==> src/rtl/rbd_ram.sv <==
// ----------------------------------------------------------------------------
// rbd_ram
// Simple dual-port synchronous RAM, one write and one read port, registered
// read data that updates only on a read enable.
// ----------------------------------------------------------------------------
module rbd_ram #(
   parameter int WIDTH = 8,
   parameter int DEPTH = 16
) (
   input  logic                     clock,
   input  logic                     wr_en,
   input  logic [$clog2(DEPTH)-1:0] wr_addr,
   input  logic [WIDTH-1:0]         wr_data,
   input  logic                     rd_en,
   input  logic [$clog2(DEPTH)-1:0] rd_addr,
   output logic [WIDTH-1:0]         rd_data
);

   logic [WIDTH-1:0] mem_ff [DEPTH];
   logic [WIDTH-1:0] rd_data_ff;

   always_ff @(posedge clock) begin
      if (wr_en) begin
         mem_ff[wr_addr] <= wr_data;
      end
      if (rd_en) begin
         rd_data_ff <= mem_ff[rd_addr];
      end
   end

   assign rd_data = rd_data_ff;

endmodule

==> config.mk <==
export PLATFORM = sky130hd
export DESIGN_NAME = rbd_ram
export DESIGN_NICKNAME = d
export VERILOG_FILES = /design/src/rtl/rbd_ram.sv
export SDC_FILE = /design/constraint.sdc
export NUM_CORES = 1
export LEC_CHECK = 0
export BUFFER_PORTS_ARGS = -buffer_cell sky130_fd_sc_hd__buf_2
export CORE_AREA = 2 2 113 142
export CTS_CLUSTER_DIAMETER = 200
export CTS_CLUSTER_SIZE = 10
export DETAILED_ROUTE_END_ITERATION = 10
export DIE_AREA = 0 0 115 144
export GPL_TIMING_DRIVEN = 0
export MAX_ROUTING_LAYER = met4
export PLACE_DENSITY = 0.58
export SLEW_MARGIN = 20
export SYNTH_ARGS = -nofsm -noshare
export SYNTH_HDL_FRONTEND = slang
export SYNTH_SLANG_ARGS = --single-unit
export TNS_END_PERCENT = 1
==> constraint.sdc <==
create_clock -name clock -period 1.7 [get_ports clock]
set_clock_uncertainty 0.05 [all_clocks]
set_input_delay 0.085 -clock clock [delete_from_list [all_inputs] [get_ports clock]]
set_output_delay 0.085 -clock clock [all_outputs]
set_load 0.01 [all_outputs]
==> flow_summary.ini, run 1 <==
[logic_synthesis]
synth_top_area_share_pct = 78.1
dominantRegCellSynth = edfxtp_1
synth_commonest_cells = edfxtp_1 (136), mux4_2 (18), a22oi_1 (16)
syn_nets = 248
yosys_warnings = 0
synth_area_leaders = edfxtp_1 (78%), mux4_2 (7.8%), mux4_1 (7.0%), a22oi_1 (2.3%), nor2_1 (0.93%)
synth_top_cell_by_area = edfxtp_1
async_reset_ff_share_pct = 0
seq_area_frac_synth_pct = 78.1
ys_seq_elements = 136
syn_area_per_cell_um2 = 22.8
synth_edf_count = 136
netlist_area_mm2 = 0.00523
ys_types = 18
post-synth-top-count-cell = edfxtp_1
syn_inst = 229

[die]
fp.dieW_um = 115
ios = 27
core_mm2 = 0.0153
rows = 51
die_area_mm2 = 0.0166
die_y_um = 144
start_util_pct = 34.1

[setup_path]
reg2reg_slack_ns = 0.05
crit_arrival_ns = 1.74
cp.required_ns = 1.79
path_max_fanout = 1
end_kind = flip-flop
startpoint_type = flip-flop
path_class = reg -> reg

[timing]
tightest_slew_ns = 0.846
setup_viol = 0
maxSlewViolCount = 0
rsz0062_at_grt = no
tns_ns = 0
hold_viol = 0
hold_slack_ns = 0.0377
period_share_pct = 97.1
fmax_ghz = 0.606
max-slew-margin-rel_pct = 43.4
period_minus_slack_ns = 1.65

[cts]
cts_buffer_depth = 2
cts_tree = built
h-tree-depth = 4
insertion_delay_ns = 0.41
path_clk_slew_ns = 0.06
cts_inserted_buffers = 17
cts-root-buf = clkbuf_16
cts.sinks = 136
postCtsSetupRepairBufs = 0

[detailed_routing]
vias_per_cell = 5.11
drt-total-wl_um = 10400
wl_per_cell_um = 22.0
ant_nets = 0
dr.pass1.iters = 4
num_vias = 2411
route.detailed.drc = 0
first_iter_violations = 213

[power_and_ir_drop]
power.leakage_nw = 2.03
power.total_mw = 7.40
power_density_mw_per_mm2 = 1210
ir_drop_uv = 623

[layout]
syn2layout_area_growth_pct = 17.4
nets = 293
final_util_pct = 40.1
diodes = 0
drive_above_1_share_pct = 30.3
instances_no_fill = 472

[placement]
gp_congestion = 0.822
dp.cells = 439
io_buffers = 25
dp_hpwl_um = 6700

[grt]
grt_first_pass_wirelength_um = 15600
grt_overflow = 0
grt_use_total_pct = 14.1
grt_max_degree = 17
grt_pass1_vias = 2501
antenna_found_initial = 0

[min_path]
hold_path.class = in -> reg

[flow_run]
drv_cap = 0

[outcome]
outcome = finished clean
[layout by cell type (no fill, tap or decap), types with 2 or more instances in the layout]
| cell type | count |
|---|---|
| clkinv_1 | 2 |
| clkinv_2 | 10 |
| mux4_1 | 14 |
| nor2_1 | 13 |
| mux4_2 | 18 |
| clkdlybuf4s25_2 | 3 |
| nand3b_1 | 2 |
| clkbuf_16 | 17 |
| a22oi_1 | 15 |
| edfxtp_1 | 136 |
| buf_2 | 28 |
| clkbuf_1 | 2 |
| nand2_1 | 9 |
| nand2b_1 | 2 |
| nor3_2 | 4 |
| buf_6 | 3 |
[where the power goes]
part | internal, mW | leakage, nW | switching, mW | total [mW]
clock network | 1.97 | 0.268 | 1.27 | 3.24
registers | 3.78 | 1.24 | 0.0149 | 3.80
logic | 0.148 | 0.527 | 0.221 | 0.369
[state kept, by name, indices dropped and copies added (netlist names)]
signal	flops
mem_ff	128
rd_data	8
[kinds of logic (layout without fill, tap and decap cells)]
family	count (synthesis)	after routing	share of synthesized area (%)
flip-flops	136	136	78.1
AND/OR/NAND/NOR	35	35	3.14
multiplexers	32	32	14.8
AO/OA/AOI/OAI	16	16	2.30
buffers and inverters	10	68	1.65
[cell type report]
| type | count | area, µm² |
|---|---|---|
| plain buffers | 10 | 86.3 |
| clock buffers | 19 | 433 |
| clock inverters | 13 | 87.6 |
| fillers | 1382 | 9180 |
| multi-input cells | 83 | 1080 |
| flip-flops and latches | 136 | 4080 |
| well taps | 185 | 231 |
| repair buffers | 26 | 135 |
[routing by layer]
metal  GRT usage [%]  part of all wire (%)  vias up
met4            4.76                  0.83        0
met5               -                     0        -
li1                -                     -     1068
met3            3.56                   6.5        8
met1            17.4                    41     1254
met2            22.8                    52       81
[per-stage QoR]
| stage | setup slack [ns] | cell area [µm²] |
|---|---|---|
| 6_report | 0.0488 | 6140 |
| 3_3_place_gp | -0.501 | 5580 |
| 4_1_cts | 0.0675 | 6140 |
| 3_5_place_dp | -0.153 | 5600 |
| 5_1_grt | 0.00413 | 6140 |
| 2_1_floorplan | 0.0721 | 5230 |
[worst paths after layout]
path | start | end | depth (start not counted)
setup / recovery | mem_ff[2][0] | rd_data[0] | 3
hold / removal | wr_data[5] | mem_ff[7][5] | 1
setup reg to reg | mem_ff[2][0] | rd_data[0] | 3
hold reg to reg | mem_ff[14][2] | rd_data[2] | 3
[timing repair]
item,CTS,global route
hold buffers,1,0
endpoints found under the setup margin,1,0
endpoints found under the hold margin,8,0
gates resized for setup,1,0
[critical path, stage by stage (launching register included)]
cell and delay (ns):
edfxtp_1 0.36, mux4_1 0.52, a22oi_1 0.32, nand2_1 0.13
No activity file was read; power rests on OpenSTA's default activity.
==> inputs of run 2 (changes only) <==
--- a/config.mk
+++ b/config.mk
@@ -6,11 +6,11 @@
 export NUM_CORES = 1
 export LEC_CHECK = 0
 export BUFFER_PORTS_ARGS = -buffer_cell sky130_fd_sc_hd__buf_2
-export CORE_AREA = 2 2 113 142
+export CORE_AREA = 4 4 115 144
 export CTS_CLUSTER_DIAMETER = 200
 export CTS_CLUSTER_SIZE = 10
 export DETAILED_ROUTE_END_ITERATION = 10
-export DIE_AREA = 0 0 115 144
+export DIE_AREA = 0 0 119 148
 export GPL_TIMING_DRIVEN = 0
 export MAX_ROUTING_LAYER = met4
 export PLACE_DENSITY = 0.58
==> flow_summary.ini, run 2 (same netlist as run 1, synthesis figures left out) <==
[timing]
fmax_ghz = 0.606
setup_viol = 0
period_minus_slack_ns = 1.65
rsz0062_at_grt = no
tightest_slew_ns = 0.833
period_share_pct = 97.1
maxSlewViolCount = 0
hold_viol = 0
max-slew-margin-rel_pct = 44.2

[layout]
largest_register = mem_ff
largest_reg_flops = 128
layout_common_cells = edfxtp_1 (136), buf_2 (28), mux4_2 (18), clkbuf_16 (17)
instances_no_fill = 495
layout_commonest_cell = edfxtp_1
design_area_mm2 = 0.00626
diodes = 0
drive_above_1_share_pct = 30.3
syn2layout_area_growth_pct = 19.8
nets = 293

[cts]
cts_inserted_buffers = 17
h-tree-depth = 4
cts_tree = built
cts.sinks = 136
path_clk_slew_ns = 0.06
cts-root-buf = clkbuf_16
insertion_delay_ns = 0.41
cts_buffer_depth = 2

[placement]
dp.cells = 462
place_area_mm2 = 0.00563
dp_hpwl_um = 6640
gp_congestion = 0.811
io_buffers = 25

[grt]
antenna_found_initial = 0
grt_use_total_pct = 12.8
grtUsageMet1_pct = 16.7
grt_util_met3_pct = 3.83
grt_first_pass_wirelength_um = 15600
busiest_layer = met2
grt_max_degree = 17
grt_use_met2_pct = 19.7
grt_overflow = 0
grt_pass1_vias = 2522

[power_and_ir_drop]
p_switching_mw = 1.59
ir_drop_uv = 893
power_density_mw_per_mm2 = 1270
power.internal_mw = 6.37
power.leakage_nw = 2.05
p_sw_share_pct = 20.0
pwr-share-comb_pct = 4.6
p_clk_share_pct = 47.7
seq_power_share_pct = 47.7

[setup_path]
path_cells = mux4_1, a22oi_1, nand2_1
critPathSlowestCell = mux4_1
critPathMaxStageDelay_ns = 0.57
reg2regPathDepth = 3
path_max_fanout = 1
cp.required_ns = 1.80
crit_arrival_ns = 1.75
end_kind = flip-flop
startpoint_type = flip-flop
path_class = reg -> reg

[die]
core_mm2 = 0.0151
rows = 50
start_util_pct = 34.7
ios = 27
fp.dieW_um = 119
die_area_mm2 = 0.0176
die_y_um = 148

[outcome]
outcome = finished clean

[min_path]
min_path_cells = 1
hold_path.class = in -> reg

[detailed_routing]
ant_nets = 0
dr.pass1.iters = 4
vias_per_cell = 4.81
wl_per_cell_um = 20.9
num_vias = 2380
route.detailed.drc = 0
drt-total-wl_um = 10300
first_iter_violations = 136

[flow_run]
drv_cap = 0
==> run 2: cell count changes in the layout (fill, tap and decap cells not counted), sizes merged <==
cell,delta
bufinv,+3
clkinvlp,+4
clkinv,-7
==> run 2: stage by stage <==
step / worst slack [ns] / setup TNS, ns / hold slack (ns) / util, % / total power [mW]
after detailed placement: -0.169 / -4.71 / 0.385 / 37.4 / 4.24
after floorplan: 0.0721 / 0 / 0.134 / - / 4.06
final: 0.0496 / 0 / 0.0223 / 41.6 / 7.96
after global routing: 0.0156 / 0 / 0.0180 / 41.6 / 8.22
after CTS: 0.0144 / 0 / 0.0154 / 41.5 / 8.00
after global placement: -0.533 / -12.50 / 0.375 / 37.2 / 4.22
==> run 2: area by class of cell <==
class / instances / area (µm²)
clock inverter: 13 / 179
clock buffer: 19 / 433
buffer: 10 / 86.3
tap: 208 / 260
timing repair buffer: 26 / 135
fill: 1333 / 8810
multi-input combinational: 83 / 1090
sequential: 136 / 4080
==> run 2: layer usage <==
metal	wire length (µm)	up-vias	share of wire, %
li1	-	1070	-
met1	4480	1231	43
met2	5140	71	50
met3	620	8	6.0
met4	95	0	0.92
met5	0	-	0
==> run 2: repair_timing <==
action,CTS,global route
hold endpoints to repair,8,0
resized for setup,0,2
endpoints found under the setup margin,0,2
hold buffers,1,0
buffers inserted,0,0
==> run 2: critical path, delay by kind of cell, from the launching register on <==
family	cells	cell delay [ns]
flops	1	0.35
simple gates	1	0.09
compound gates	1	0.32
mux	1	0.57
==> run 2: path summary, 6_finish.rpt <==
path | start | end | slack, ns
min reg2reg | mem_ff[12][1] | rd_data[1] | 0.70
max reg2reg | mem_ff[1][1] | rd_data[1] | 0.05
min | wr_data[6] | mem_ff[4][6] | 0.02
max | mem_ff[1][1] | rd_data[1] | 0.05
==> run 2: power by group through the flow <==
stage / sequential [mW] / clock [mW] / combinational, mW
floorplan: 3.87 / 0 / 0.191
global route: 3.80 / 4.02 / 0.403
finish: 3.79 / 3.80 / 0.370
detailed placement: 3.86 / 0 / 0.374
CTS: 3.79 / 3.82 / 0.377
global placement: 3.86 / 0 / 0.364
==> inputs of run 3 (changes only) <==
--- a/config.mk
+++ b/config.mk
@@ -11,9 +11,9 @@
 export CTS_CLUSTER_SIZE = 10
 export DETAILED_ROUTE_END_ITERATION = 10
 export DIE_AREA = 0 0 119 148
-export GPL_TIMING_DRIVEN = 0
 export MAX_ROUTING_LAYER = met4
 export PLACE_DENSITY = 0.58
+export SETUP_SLACK_MARGIN = 0.2
 export SLEW_MARGIN = 20
 export SYNTH_ARGS = -nofsm -noshare
 export SYNTH_HDL_FRONTEND = slang
==> flow_summary.ini, run 3 (same netlist as run 1, synthesis figures left out) <==
[detailed_routing]
num_vias = 2538
met3_wirelength_um = 458
highest_layer = met4
wl_met1_um = 4540
wl_per_cell_um = 20.5
ant_nets = 0
dr.pass1.iters = 4
routed-wl-met2_um = 5390
vias_per_cell = 4.95
first_iter_violations = 162
route.detailed.drc = 0
drt-total-wl_um = 10500

[flow_run]
drv_cap = 0

[cts]
h-tree-depth = 4
postCtsSetupRepairBufs = 0
cts_buffer_depth = 2
cts-root-buf = clkbuf_16
path_clk_slew_ns = 0.06
insertion_delay_ns = 0.41
cts_inserted_buffers = 17
cts.sinks = 136
cts_tree = built

[timing]
rsz0062_at_grt = yes
fmax_ghz = 0.670
tns_ns = 0
period_share_pct = 87.8
period_minus_slack_ns = 1.49
hold_viol = 0
tightest_slew_ns = 0.538
maxSlewViolCount = 0
max-slew-margin-rel_pct = 64.1
hold_slack_ns = 0.00898
setup_viol = 0

[layout]
multi_input_area_mm2 = 0.00109
ff_latch_area_mm2 = 0.00408
nets = 312
n_fill_cell = 1332
largest_reg_flops = 128
diodes = 0
largest_register = mem_ff
layout_commonest_cell = edfxtp_1
instances_no_fill = 513
syn2layout_area_growth_pct = 21.7
layout_common_cells = edfxtp_1 (136), buf_2 (26), buf_4 (25), mux4_2 (21), clkbuf_16 (17)
drive_above_1_share_pct = 35.4
design_area_mm2 = 0.00636

[setup_path]
cp.required_ns = 1.80
end_kind = flip-flop
path_max_fanout = 1
crit_arrival_ns = 1.60
reg2regPathDepth = 3
path_class = reg -> reg
startpoint_type = flip-flop

[placement]
gp_congestion = 0.764
place_area_mm2 = 0.00578
io_buffers = 26
dp.cells = 481
dp_hpwl_um = 7010

[power_and_ir_drop]
power_density_mw_per_mm2 = 1190
ir_drop_uv = 707
power.leakage_nw = 2.12

[grt]
grt_overflow = 0
grt_use_total_pct = 13.2
grt_pass1_vias = 2711
antenna_found_initial = 0
grt_max_degree = 18
grt_first_pass_wirelength_um = 16200

[min_path]
hold_path.class = in -> reg
min_path_cells = 1

[die]
die_area_mm2 = 0.0176
fp.dieW_um = 119
core_mm2 = 0.0151
start_util_pct = 34.7
rows = 50
ios = 27
die_y_um = 148

[outcome]
outcome = finished clean
==> run 3: stage by stage <==
stage	power (mW)	util [%]	setup WS [ns]
2_1_floorplan	4.06	-	0.283
3_3_place_gp	4.23	38.4	-0.0362
3_5_place_dp	4.24	38.4	-0.0566
4_1_cts	7.63	42.1	0.176
5_1_grt	7.86	42.2	0.164
6_report	7.56	42.2	0.207
==> run 3: power breakdown <==
part	switching [mW]	leakage [nW]	internal [mW]
Clock	1.26	0.256	2.12
Sequential	0.0200	1.24	3.78
Combinational	0.211	0.629	0.168
==> run 3: path summary, 6_finish.rpt <==
check	start	end	slack (ns)
setup / recovery	mem_ff[0][0]	rd_data[0]	0.21
hold / removal	wr_data[5]	mem_ff[5][5]	0.009
setup reg to reg	mem_ff[0][0]	rd_data[0]	0.21
hold reg to reg	mem_ff[15][4]	rd_data[4]	0.70
==> run 3: worst max-delay path: stages, from the launching register on <==
cell and delay (ns):
edfxtp_1 0.37, mux4_1 0.51, a22oi_2 0.23, nand2_1 0.08
==> run 3: layout make-up <==
| type | count | share of cell area (%) |
|---|---|---|
| clock buffer | 20 | 6.86 |
| clock inverter | 11 | 1.69 |
| multi-input combinational | 83 | 17.1 |
| sequential | 136 | 64.2 |
| tap | 208 | 4.09 |
| timing repair buffer | 55 | 6.10 |
==> run 3: timing repair <==
action	4_1_cts	5_1_grt
pin swaps	1	3
endpoints found under the setup margin	6	7
hold buffers	1	0
endpoints found under the hold margin	8	0
resized for setup	3	7
==> run 3: layer usage <==
| metal | up-vias | GRT usage (%) |
|---|---|---|
| li1 | 1107 | - |
| met3 | 11 | 3.25 |
| met5 | - | - |
| met1 | 1346 | 16.7 |
| met4 | 0 | 5.10 |
| met2 | 74 | 20.5 |
